--- config.mk ---
export PLATFORM = sky130hd
export DESIGN_NAME = qoi_rgb_pixel_encoder_top
export DESIGN_NICKNAME = d
export VERILOG_FILES = /design/src/rtl/qre_pkg.sv /design/src/rtl/qre_coder.sv /design/src/rtl/qoi_rgb_pixel_encoder_top.sv
export VERILOG_INCLUDE_DIRS = /design/src /design/src/rtl
export SDC_FILE = /design/constraint.sdc
export NUM_CORES = 2
export LEC_CHECK = 0
export BUFFER_PORTS_ARGS = -buffer_cell sky130_fd_sc_hd__buf_2
export CORE_MARGIN = 10
export CORE_UTILIZATION = 61
export DETAILED_ROUTE_END_ITERATION = 8
export PLACE_DENSITY = 0.77
export SYNTH_ARGS = -nofsm -noshare
export SYNTH_HDL_FRONTEND = slang
export SYNTH_SLANG_ARGS = --single-unit
--- constraint.sdc ---
create_clock -name clk -period 11 [get_ports clk]
set_input_delay 2.2 -clock clk [delete_from_list [all_inputs] [get_ports clk]]
set_output_delay 2.2 -clock clk [all_outputs]
set_load 0.05 [all_outputs]
--- src/rtl/qoi_rgb_pixel_encoder_top_macros.svh ---
// Assertion macros shared by the QOI RGB pixel encoder RTL.
// Expects signals clk and rst_n in the scope where a macro is used.
`ifndef QOI_RGB_PIXEL_ENCODER_TOP_MACROS_SVH
`define QOI_RGB_PIXEL_ENCODER_TOP_MACROS_SVH

// Clocked check, switched off while reset is asserted
`define QRE_ASSERT(label, prop, msg) \
  label: assert property (@(posedge clk) disable iff (!rst_n) prop) \
    else $error(msg);

// Clocked check that also holds through reset
`define QRE_ASSERT_RST(label, prop, msg) \
  label: assert property (@(posedge clk) prop) else $error(msg);

`endif

--- src/rtl/qre_pkg.sv ---
// Package for the QOI RGB pixel encoder: transaction types, opcodes and the hash.
// No dependencies.
`timescale 1ns / 1ps

package qre_pkg;

  // Seen table geometry
  localparam int INDEX_SIZE = 64;
  localparam int IDX_W      = $clog2(INDEX_SIZE);

  // Opcodes
  localparam logic [7:0] OP_RGB  = 8'hFE;
  localparam logic [7:0] OP_DIFF = 8'h40;
  localparam logic [7:0] OP_LUMA = 8'h80;
  localparam logic [7:0] OP_RUN  = 8'hC0;

  // Longest run held before it is emitted
  localparam logic [5:0] RUN_LIMIT = 6'd62;

  // Alpha is fixed at 255, so its hash term is a constant
  localparam logic [12:0] HASH_BIAS = 13'(255 * 11);

  // Most bytes one pixel can cause: a run flush and an RGB literal
  localparam int MAX_BYTES = 5;
  localparam int CNT_W     = $clog2(MAX_BYTES + 1);

  typedef struct packed {
    logic [7:0] red;
    logic [7:0] green;
    logic [7:0] blue;
    logic       last_pixel;
  } pixel_t;

  typedef struct packed {
    logic [7:0] code_byte;
    logic       last_of_pixel;
  } code_t;

  // Outcome of coding one pixel
  typedef struct packed {
    logic [MAX_BYTES-1:0][7:0] bytes;    // bytes[0] goes out first
    logic [CNT_W-1:0]          count;
    logic [5:0]                run_nxt;
    logic                      pix_new;  // pixel differs from the previous one
    logic                      tab_wr;   // table entry gets this pixel
  } coder_res_t;

  // Table position: (3r + 5g + 7b + 11*255) mod INDEX_SIZE
  function automatic logic [IDX_W-1:0] qre_hash(logic [7:0] r, logic [7:0] g, logic [7:0] b);
    logic [12:0] sum;
    sum = 13'(r) * 13'd3 + 13'(g) * 13'd5 + 13'(b) * 13'd7 + HASH_BIAS;
    return sum[IDX_W-1:0];
  endfunction

endpackage

--- src/rtl/qre_coder.sv ---
// Combinational opcode selection for one pixel (RUN, INDEX, DIFF, LUMA, RGB).
// Depends on qre_pkg.
`timescale 1ns / 1ps

module qre_coder
  import qre_pkg::*;
(
  input  pixel_t           pix,
  input  logic [23:0]      prev,
  input  logic [5:0]       run,
  input  logic [IDX_W-1:0] hash,
  input  logic [23:0]      entry,
  output coder_res_t       res
);

  logic [23:0]      packed_pix;
  logic             same;
  logic [5:0]       run_inc;
  logic [7:0]       dr, dg, db, rr, rb;
  logic [7:0]       dr2, dg2, db2, dg32, rr8, rb8;
  logic             diff_ok, luma_ok;
  logic [3:0][7:0]  cb;
  logic [CNT_W-1:0] ccnt;

  // Wrapping differences; range tests become unsigned after the bias
  always_comb begin
    packed_pix = {pix.red, pix.green, pix.blue};
    same       = (packed_pix == prev);
    run_inc    = run + 6'd1;
    dr         = pix.red   - prev[23:16];
    dg         = pix.green - prev[15:8];
    db         = pix.blue  - prev[7:0];
    rr         = dr - dg;
    rb         = db - dg;
    dr2        = dr + 8'd2;
    dg2        = dg + 8'd2;
    db2        = db + 8'd2;
    dg32       = dg + 8'd32;
    rr8        = rr + 8'd8;
    rb8        = rb + 8'd8;
    diff_ok    = (dr2 < 8'd4) && (dg2 < 8'd4) && (db2 < 8'd4);
    luma_ok    = (dg32 < 8'd64) && (rr8 < 8'd16) && (rb8 < 8'd16);
  end

  // Bytes for one pixel: a run, or the code of a pixel that differs from the previous one
  always_comb begin
    cb          = '0;
    ccnt        = '0;
    res         = '0;
    res.pix_new = !same;
    if (entry == packed_pix) begin
      cb[0] = {{(8-IDX_W){1'b0}}, hash};
      ccnt  = CNT_W'(1);
    end else begin
      res.tab_wr = 1'b1;
      if (diff_ok) begin
        cb[0] = OP_DIFF | {2'b00, dr2[1:0], dg2[1:0], db2[1:0]};
        ccnt  = CNT_W'(1);
      end else if (luma_ok) begin
        cb[0] = OP_LUMA | {2'b00, dg32[5:0]};
        cb[1] = {rr8[3:0], rb8[3:0]};
        ccnt  = CNT_W'(2);
      end else begin
        cb[0] = OP_RGB;
        cb[1] = pix.red;
        cb[2] = pix.green;
        cb[3] = pix.blue;
        ccnt  = CNT_W'(4);
      end
    end

    if (same) begin
      // Repeat: extend the run, emit it at the limit or at frame end
      res.tab_wr = 1'b0;
      if (run_inc == RUN_LIMIT) begin
        res.bytes[0] = OP_RUN | {2'b00, RUN_LIMIT - 6'd1};
        res.count    = CNT_W'(1);
        res.run_nxt  = '0;
      end else begin
        res.run_nxt = run_inc;
        if (pix.last_pixel) begin
          res.bytes[0] = OP_RUN | {2'b00, run};
          res.count    = CNT_W'(1);
        end
      end
    end else if (run != 6'd0) begin
      // Pending run goes out ahead of the new pixel
      res.bytes[0]   = OP_RUN | {2'b00, run - 6'd1};
      res.bytes[4:1] = cb;
      res.count      = ccnt + CNT_W'(1);
    end else begin
      res.bytes[3:0] = cb;
      res.count      = ccnt;
    end
  end

endmodule

--- src/rtl/qoi_rgb_pixel_encoder_top.sv ---
// Top level of the QOI RGB pixel encoder: input register, seen table, byte burst output.
// Depends on qre_pkg, qre_coder and qoi_rgb_pixel_encoder_top_macros.svh.
`timescale 1ns / 1ps
`include "qoi_rgb_pixel_encoder_top_macros.svh"

// A pixel accepted into the input register shows its first byte once the burst is loaded.
// Throughput: one pixel per cycle while each pixel gives at most one byte and out_stall
// is low; the output moves one byte per unstalled cycle, and a burst holds input till done.
// Reset (synchronous, rst_n low) clears the run, previous pixel and the 64 table
// valid bits; the last pixel of a frame does the same after coding.

module qoi_rgb_pixel_encoder_top
  import qre_pkg::*;
(
  input  logic   clk,
  input  logic   rst_n,
  input  logic   in_valid,
  output logic   in_stall,
  input  pixel_t in_data,
  output logic   out_valid,
  input  logic   out_stall,
  output code_t  out_data
);

  // Seen table memory and its valid bits
  logic [23:0]           tab_mem [INDEX_SIZE];
  logic [23:0]           rd_r;
  logic [INDEX_SIZE-1:0] tab_vld_r, tab_vld_nxt;

  // Bypass of the latest table write
  logic                  fwd_en_r;
  logic [IDX_W-1:0]      fwd_pos_r;
  logic [23:0]           fwd_data_r;

  // Input register
  logic                  s1_vld_r, s1_vld_nxt;
  pixel_t                s1_pix_r;
  logic [IDX_W-1:0]      s1_hash_r;

  // Coding state
  logic [23:0]           prev_r;
  logic [5:0]            run_r;

  // Output burst
  logic [MAX_BYTES-1:0][7:0] burst_r;
  logic [CNT_W-1:0]          burst_cnt_r, burst_cnt_nxt;

  logic                  in_acc, out_acc, fire;
  logic [IDX_W-1:0]      hash_in;
  logic [23:0]           entry;
  coder_res_t            res;

  // Handshake
  assign out_acc  = out_valid && !out_stall;
  assign fire     = s1_vld_r && ((burst_cnt_r == '0) ||
                                 ((burst_cnt_r == CNT_W'(1)) && out_acc));
  assign in_stall = s1_vld_r && !fire;
  assign in_acc   = in_valid && !in_stall;
  assign hash_in  = qre_hash(in_data.red, in_data.green, in_data.blue);

  assign out_valid              = (burst_cnt_r != '0);
  assign out_data.code_byte     = burst_r[0];
  assign out_data.last_of_pixel = (burst_cnt_r == CNT_W'(1));

  // Table entry seen by the registered pixel; unwritten entries read as black
  always_comb begin
    if (!tab_vld_r[s1_hash_r]) begin
      entry = '0;
    end else if (fwd_en_r && (fwd_pos_r == s1_hash_r)) begin
      entry = fwd_data_r;
    end else begin
      entry = rd_r;
    end
  end

  qre_coder u_coder (
    .pix   (s1_pix_r),
    .prev  (prev_r),
    .run   (run_r),
    .hash  (s1_hash_r),
    .entry (entry),
    .res   (res)
  );

  // Table memory: read at the incoming pixel's hash, write on a miss
  always_ff @(posedge clk) begin
    if (in_acc) begin
      rd_r <= tab_mem[hash_in];
    end
    if (fire && res.tab_wr) begin
      tab_mem[s1_hash_r] <= {s1_pix_r.red, s1_pix_r.green, s1_pix_r.blue};
    end
  end

  // Next-state logic for control registers
  always_comb begin
    s1_vld_nxt = s1_vld_r;
    if (in_acc) begin
      s1_vld_nxt = 1'b1;
    end else if (fire) begin
      s1_vld_nxt = 1'b0;
    end

    tab_vld_nxt = tab_vld_r;
    if (fire) begin
      if (s1_pix_r.last_pixel) begin
        tab_vld_nxt = '0;
      end else if (res.tab_wr) begin
        tab_vld_nxt[s1_hash_r] = 1'b1;
      end
    end

    burst_cnt_nxt = burst_cnt_r;
    if (fire && (res.count != '0)) begin
      burst_cnt_nxt = res.count;
    end else if (out_acc) begin
      burst_cnt_nxt = burst_cnt_r - CNT_W'(1);
    end
  end

  // Control state
  always_ff @(posedge clk) begin
    if (!rst_n) begin
      s1_vld_r    <= 1'b0;
      tab_vld_r   <= '0;
      burst_cnt_r <= '0;
      fwd_en_r    <= 1'b0;
      prev_r      <= '0;
      run_r       <= '0;
    end else begin
      s1_vld_r    <= s1_vld_nxt;
      tab_vld_r   <= tab_vld_nxt;
      burst_cnt_r <= burst_cnt_nxt;
      if (fire) begin
        if (s1_pix_r.last_pixel) begin
          fwd_en_r <= 1'b0;
          prev_r   <= '0;
          run_r    <= '0;
        end else begin
          if (res.tab_wr) begin
            fwd_en_r <= 1'b1;
          end
          if (res.pix_new) begin
            prev_r <= {s1_pix_r.red, s1_pix_r.green, s1_pix_r.blue};
          end
          run_r <= res.run_nxt;
        end
      end
    end
  end

  // Payload registers
  always_ff @(posedge clk) begin
    if (in_acc) begin
      s1_pix_r  <= in_data;
      s1_hash_r <= hash_in;
    end
    if (fire && res.tab_wr) begin
      fwd_pos_r  <= s1_hash_r;
      fwd_data_r <= {s1_pix_r.red, s1_pix_r.green, s1_pix_r.blue};
    end
    if (fire && (res.count != '0)) begin
      burst_r <= res.bytes;
    end else if (out_acc) begin
      burst_r <= burst_r >> 8;
    end
  end

  // Checks
  `QRE_ASSERT(a_burst_bound, burst_cnt_r <= CNT_W'(MAX_BYTES), "burst count overflow")
  `QRE_ASSERT(a_run_bound, run_r < RUN_LIMIT, "run count reached the limit")
  `QRE_ASSERT(a_accept_loads, in_acc |=> s1_vld_r, "accepted pixel lost")
  `QRE_ASSERT(a_frame_clear, (fire && s1_pix_r.last_pixel) |=> (run_r == '0 && tab_vld_r == '0 && prev_r == '0), "state not cleared at frame end")
  `QRE_ASSERT_RST(a_reset_idle, !rst_n |=> (burst_cnt_r == '0 && !s1_vld_r), "not idle after reset")

endmodule

Word-level counts from Yosys, hierarchy flattened --
Memory sizes are Yosys's and may differ from the RTL's. A register that Yosys moved wholly into a read port is not among the register bits. Index checks and enable logic that the tools add are counted.
Word-level totals: memories 1, memory bits (writable) 1536, word-level logic and storage cells 120, register bits 200, output and inout port bits 11
Operators by class: magnitude comparators 8, $add $sub $neg 18, equal/unequal tests 6, reduce and logical (&&, ||, !) cells 26, mux-type cells 39, multipliers 3, bitwise logic cells 1
Memory list:
- tab_mem | depth 64, width 24, rd ports 1, clocked after memory_dff 1, write ports 1, RTL line qoi_rgb_pixel_encoder_top.sv:26 | logic [23:0] tab_mem [INDEX_SIZE];
Operators by type and width (number):
- 2-to-1 mux 24 bit | 6
- 2-to-1 mux 64 bit | 2
- 2-to-1 mux 40 bit | 2
- OR 64 bit | 1
- equality test 24 bit | 2
- subtractor 8 bit | 5
- 2-to-1 mux 35 bit | 1
- 2-to-1 mux 16 bit | 2
- 2-to-1 mux 32 bit | 1
- adder 8 x 2 -> 8 bit (second input constant) | 3
- < comparator 8 x 3 -> 1 bit (second input constant) | 3
- 2-to-1 mux 8 bit | 3
- 2-to-1 mux 11 bit | 2
- 2-to-1 mux 17 bit | 1
- adder 8 x 4 -> 8 bit (second input constant) | 2
- < comparator 8 x 5 -> 1 bit (second input constant) | 2
- multiplier 8 x 3 -> 6 bit (second input constant) | 2
- 2-to-1 mux 3 bit | 5
- logical AND 1 bit | 13
- adder 6 bit | 2
- 2-to-1 mux 6 bit | 2
- 2-to-1 mux 1 bit | 10
- adder 8 x 6 -> 8 bit (second input constant) | 1
- < comparator 8 x 7 -> 1 bit (second input constant) | 1
- 21 further kinds | 27

Longest topological paths before layout --
depth after elaboration 15, gate-level depth with buffers 28, gate-level depth less buffers 25

Modules after synthesis --
Synthesis repeated with hierarchy kept, for this count alone.
Second synthesis, totals: cells, all modules 3966, area total of the unflattened synthesis 72533.3 µm²
Modules (own cells, without submodules):
- qoi_rgb_pixel_encoder_top | area an instance 68662.1 µm², seq. area each 51859.7 µm², cells an instance 3419, instances 1
- qre_coder | area an instance 3871.2 µm², seq. area each 0.0 µm², cells an instance 547, instances 1

Worst setup path after synthesis --
No wires, ideal clock.
path kind register to register, start register s1_pix_r[12] (netlist bit), end register burst_r[10] (netlist bit), enable pin, clock period less this slack 7.668 ns, path slack 3.332 ns, path buffers 3, data required time 10.469 ns, arrival time 7.137 ns, stages on the path, launching flop included 26, path through edfxtp_1 -> ha_1 -> o21a_1 -> o31a_1 -> or2_2 -> o311ai_1 -> inv_1 -> ha_1 -> ha_1 -> nand2b_1 -> a2111o_1 -> o211ai_1 -> xor3_1 -> or4_1 -> mux2i_1 -> nand2_1 -> clkbuf_1 -> nor2_1 -> ha_1 -> nand2_1 -> and3_1 -> a22oi_1 -> a41o_1 -> buf_6 -> buf_6 -> nand2_1
Between the ends: cells in the longest elaborated chain, start to end 15
Ends and longest elaborated chain:
- start, declared | RTL line qoi_rgb_pixel_encoder_top.sv:37 | pixel_t s1_pix_r;
- start signal, assigned | RTL line qoi_rgb_pixel_encoder_top.sv:155 | s1_pix_r <= in_data;
- subtractor 8 bit | RTL line qre_coder.sv:31 | dg = pix.green - prev[15:8];
- subtractor 8 bit | RTL line qre_coder.sv:33 | rr = dr - dg;
- adder 8 x 4 -> 8 bit | RTL line qre_coder.sv:39 | rr8 = rr + 8'd8;
- < comparator 8 x 5 -> 1 bit | RTL line qre_coder.sv:42 | luma_ok = (dg32 < 8'd64) && (rr8 < 8'd16) && (rb8 < 8'd16);
- logical AND 1 bit (2 in series) | RTL line qre_coder.sv:42
- 2-to-1 mux 3 bit | RTL line qre_coder.sv:59 | end else if (luma_ok) begin
- 2-to-1 mux 3 bit | RTL line qre_coder.sv:56 | if (diff_ok) begin
- 2-to-1 mux 3 bit | RTL line qre_coder.sv:51 | if (entry == packed_pix) begin
- adder 3 x 1 -> 3 bit | RTL line qre_coder.sv:90 | res.count = ccnt + CNT_W'(1);
- 2-to-1 mux 35 bit | RTL line qre_coder.sv:86 | end else if (run != 6'd0) begin
- 2-to-1 mux 11 bit (*) | RTL line qre_coder.sv:72 | if (same) begin
- nonzero test 3 bit (*) | RTL line qoi_rgb_pixel_encoder_top.sv:162 | if (fire && (res.count != '0)) begin
- logical AND 1 bit (*) | RTL line qoi_rgb_pixel_encoder_top.sv:162
- nonzero test 2 bit (no source line) (*)
- end signal, assigned | RTL line qoi_rgb_pixel_encoder_top.sv:163 | burst_r <= res.bytes;
- end signal, assigned | RTL line qoi_rgb_pixel_encoder_top.sv:165 | burst_r <= burst_r >> 8;
- end, declared | RTL line qoi_rgb_pixel_encoder_top.sv:45 | logic [MAX_BYTES-1:0][7:0] burst_r;
Every way passes the cells marked *; elsewhere a longest branch is shown, timed or not. A chain may end at the register's enable or synchronous reset.

Final worst setup path --
start register s1_pix_r[9] (netlist bit), end register burst_r[31] (netlist bit), enable pin
Same word-level chain as after synthesis.

==> run_results.csv <==
group,metric,value,unit
yosys,synth_area_per_cell,19.5,um2
pwr,combPwrFrac,0.346,
clock_network,htree_num_levels,4,
yosys,synth_area_leaders,"edfxtp_1, mux4_2, dfxtp_1",
sta,worstMarginPinSlew,1.34,ns
clock_network,cts_resized,0,
yosys,synth_seq_cells,1760,
yosys,ys_dominant_reg_cell,"edfxtp_1",
setup_path,crit_path_top_delay_cell,"a41o_2",
yosys,ys_async_sr_fraction,0,
sta,min_period,8.28,ns
finish,num-fill-cells,6887,
yosys,yosysSeqAreaShare,0.713,
finish,final_cell_mix,"edfxtp_1, mux4_2, clkbuf_16, buf_4, nand2_1",
routing,wl_per_cell,38.3,um
pwr,pwr-share-clk,0.270,
yosys,synth_top_area_frac,0.686,
pwr,p_int,14400,uW
routing,dr.pass1.iters,5,
clock_network,ctsRootBufferMaster,"clkbuf_16",
finish,layout-drive-gt1-share,0.258,
job,drv_cap,0,
placed_design,port_buffers,39,
sta,relSlewSlack,0.105,
floorplan,die_w,365,um
routing,via_per_inst,7.28,
setup_path,slowest_delay,0.92,ns
setup_path,arrival,8.75,ns
placed_design,hpwl,113,mm
finish,area_growth,11.2,%
pwr,vdd_ir_drop_max,485,uV
yosys,synth_compound_area_frac,0.0298,
yosys,synth_top_family_by_area,"multiplexers",
routing,drtIter0Drc,6481,
pwr,swShare,0.326,
setup_path,crit_top_cell,"ha_1",
yosys,synthAdderAreaFrac,0.0180,
sta,maxSlewViolCount,0,
sta,period_share,0.753,
setup_path,critPathTopFamily,"compound AO/OA/AOI/OAI gates",
sta,finalHoldViolCount,0,
setup_path,path_max_fanout,70,
sta,fmax,121,MHz
clock_network,numCtsBuffers,171,
yosys,synth-edff-count,1661,
clock_network,worstSkewPairLatency,0.78,ns
yosys,yosys.area_share.simple,0.0435,
global_routing,grt_max_degree,134,
setup_path,start_kind,"flop",
clock_network,cts.clk_slew.worst_paths,0.06,ns
yosys,yosys.area_share.xor_xnor,0.00573,
finish,nets,3965,
floorplan,die_y,365,um
global_routing,grt_pass1_vias,39800,
finish,final_common_cell,"edfxtp_1",
floorplan,num_rows,126,
sta,setup_violations,0,
setup_path,cp.required,11.46,ns
pwr,power.leakage,0.0260,uW
sta,finClkSkew,0.0309,ns
routing,via_count,40300,
yosys,synth_cell_types,85,
yosys,synth_warnings,0,
clock_network,cts_tree,"yes",
floorplan,die_area,133000,um2
floorplan,ioPinCount,40,
placed_design,placed_cells,5208,
routing,routed_wl,212,mm
clock_network,cts_hold_repair.buffers,0,
yosys,syn_area,72700,um2
yosys,synth.largest_area_cell,"edfxtp_1",
global_routing,grt_usage,0.321,
clock_network,clkSinkCount,1760,
pwr,p_sw,6990,uW
placed_design,dp_slack,2.93,ns
sta,rsz0062_at_grt,"no",
setup_path,crit_path_end_kind,"flop",
hold_path,hold_class,"flop to flop",
global_routing,globalRouteOverflowTotal,0,
placed_design,gp_congestion,0.896,
routing,postRouteAntennaNets,0,
clock_network,post_cts_buffers,0,
setup_path,critPathKind,"flop to flop",
floorplan,core,118000,um2
floorplan,start_util,0.615,
yosys,syn_inst,3726,
finish,fin_cells,5530,
yosys,yosys-mux-area-fraction,0.172,
global_routing,antenna_found_initial,14,
sta,setup-tns-final,0,ns
yosys,synth_fp_nets,3846,
pwr,power_frac_seq,0.384,
setup_path,cp_num_buf_inv,4,
routing,drc,0,
status,outcome,"complete, no violations",
pwr,powerDensity,265,nW/um2
sta,timing.final.ws_setup,2.72,ns
global_routing,grt_pass1_wl,300,mm
clock_network,cts_buffer_depth,3,
[cells by family after synthesis]
group | after synthesis
DFF | 1760
and+or+nand+nor | 582
adders and majority gates | 91
xor gates and xnor gates | 45
muxes | 607
buffers and inverters | 304
AOI/OAI and AO/OA | 337
[layout make-up]
type                            instances  area [um2]  share of cell area
Sequential cell                      1760       51900               0.642
Multi-Input combinational cell       1662       20100               0.248
Clock buffer                          222        4580              0.0566
Tap cell                             1536        1920              0.0238
Timing Repair Buffer                  161        1210              0.0150
Clock inverter                         95         861              0.0106
Inverter                               89         334             0.00413
Antenna cell                            5        12.5            0.000155
[power groups by stage]
stage	registers, uW	clock network (uW)	logic, uW
5_1_grt	8220	6060	7710
2_1_floorplan	8290	0	4940
6_report	8220	5790	7420
4_1_cts	8200	5810	7340
3_5_place_dp	8340	0	7120
3_3_place_gp	8330	0	6970
[Yosys cell counts, drive strengths merged, types with 9 or more instances]
| cell type | count |
|---|---|
| clkbuf | 139 |
| nor3 | 20 |
| a22o | 9 |
| a22oi | 16 |
| or2 | 14 |
| nand2 | 109 |
| and2 | 80 |
| buf | 76 |
| mux4 | 505 |
| o21ai | 106 |
| xnor2 | 23 |
| o211ai | 14 |
| nor2b | 82 |
| nand4 | 19 |
| nor2 | 109 |
| mux2 | 34 |
| inv | 89 |
| xor2 | 21 |
| nor3b | 25 |
| ha | 68 |
| nand2b | 19 |
| dfxtp | 99 |
| edfxtp | 1661 |
| o22ai | 24 |
| fa | 23 |
| and3 | 27 |
| mux2i | 68 |
| a21oi | 75 |
| a2bb2oi | 9 |
| nand3 | 33 |
| nor4 | 9 |
[per-stage QoR]
stage,total power (uW),utilization,cell area [um2],hold slack (ns)
final,21400,0.684,80800,0.511
after floorplan,13200,-,72700,0.421
after CTS,21400,0.684,80800,0.512
after global routing,22000,0.684,80800,0.533
after detailed placement,15500,0.638,75400,0.496
after global placement,15300,0.638,75400,0.490
[per-layer routing]
metal / GRT usage / vias to the layer above / routed length, um
met5: 0 / - / 68
met4: 0.182 / 10 / 14200
met3: 0.0830 / 671 / 26500
met2: 0.503 / 3425 / 101000
met1: 0.409 / 20700 / 70100
li1: - / 15500 / -
[flip-flops by register name, indices dropped and copies added (netlist names)]
register,flops
s1_hash_r,6
run_r,6
fwd_en_r,1
rd_r,24
tab_mem,1536
burst_cnt_r,3
burst_r,32
out_data,8
s1_pix_r,25
prev_r,24
tab_vld_r,64
s1_vld_r,1
fwd_pos_r,6
fwd_data_r,24
[worst register-to-register path: cells and delay by family, from the launching register on]
family	cells	cell delay [ns]
AO/OA/AOI/OAI	6	2.58
AND/OR/NAND/NOR	9	1.86
adder cells (fa/ha/maj)	5	1.29
buffers and inverters	4	1.08
multiplexers	1	0.47
flip-flops	1	0.38
XOR/XNOR	1	0.29
[final timing paths]
| check | slack [ns] | startpoint | cells past startpoint | endpoint |
|---|---|---|---|---|
| worst max-delay path | 2.72 | s1_pix_r[9] | 26 | burst_r[31] |
| worst min-delay path | 0.51 | prev_r[6] | 2 | prev_r[6] |
| worst max register to register | 2.72 | s1_pix_r[9] | 26 | burst_r[31] |
| worst min register to register | 0.51 | prev_r[6] | 2 | prev_r[6] |
Power figures use the tool's default switching activity.
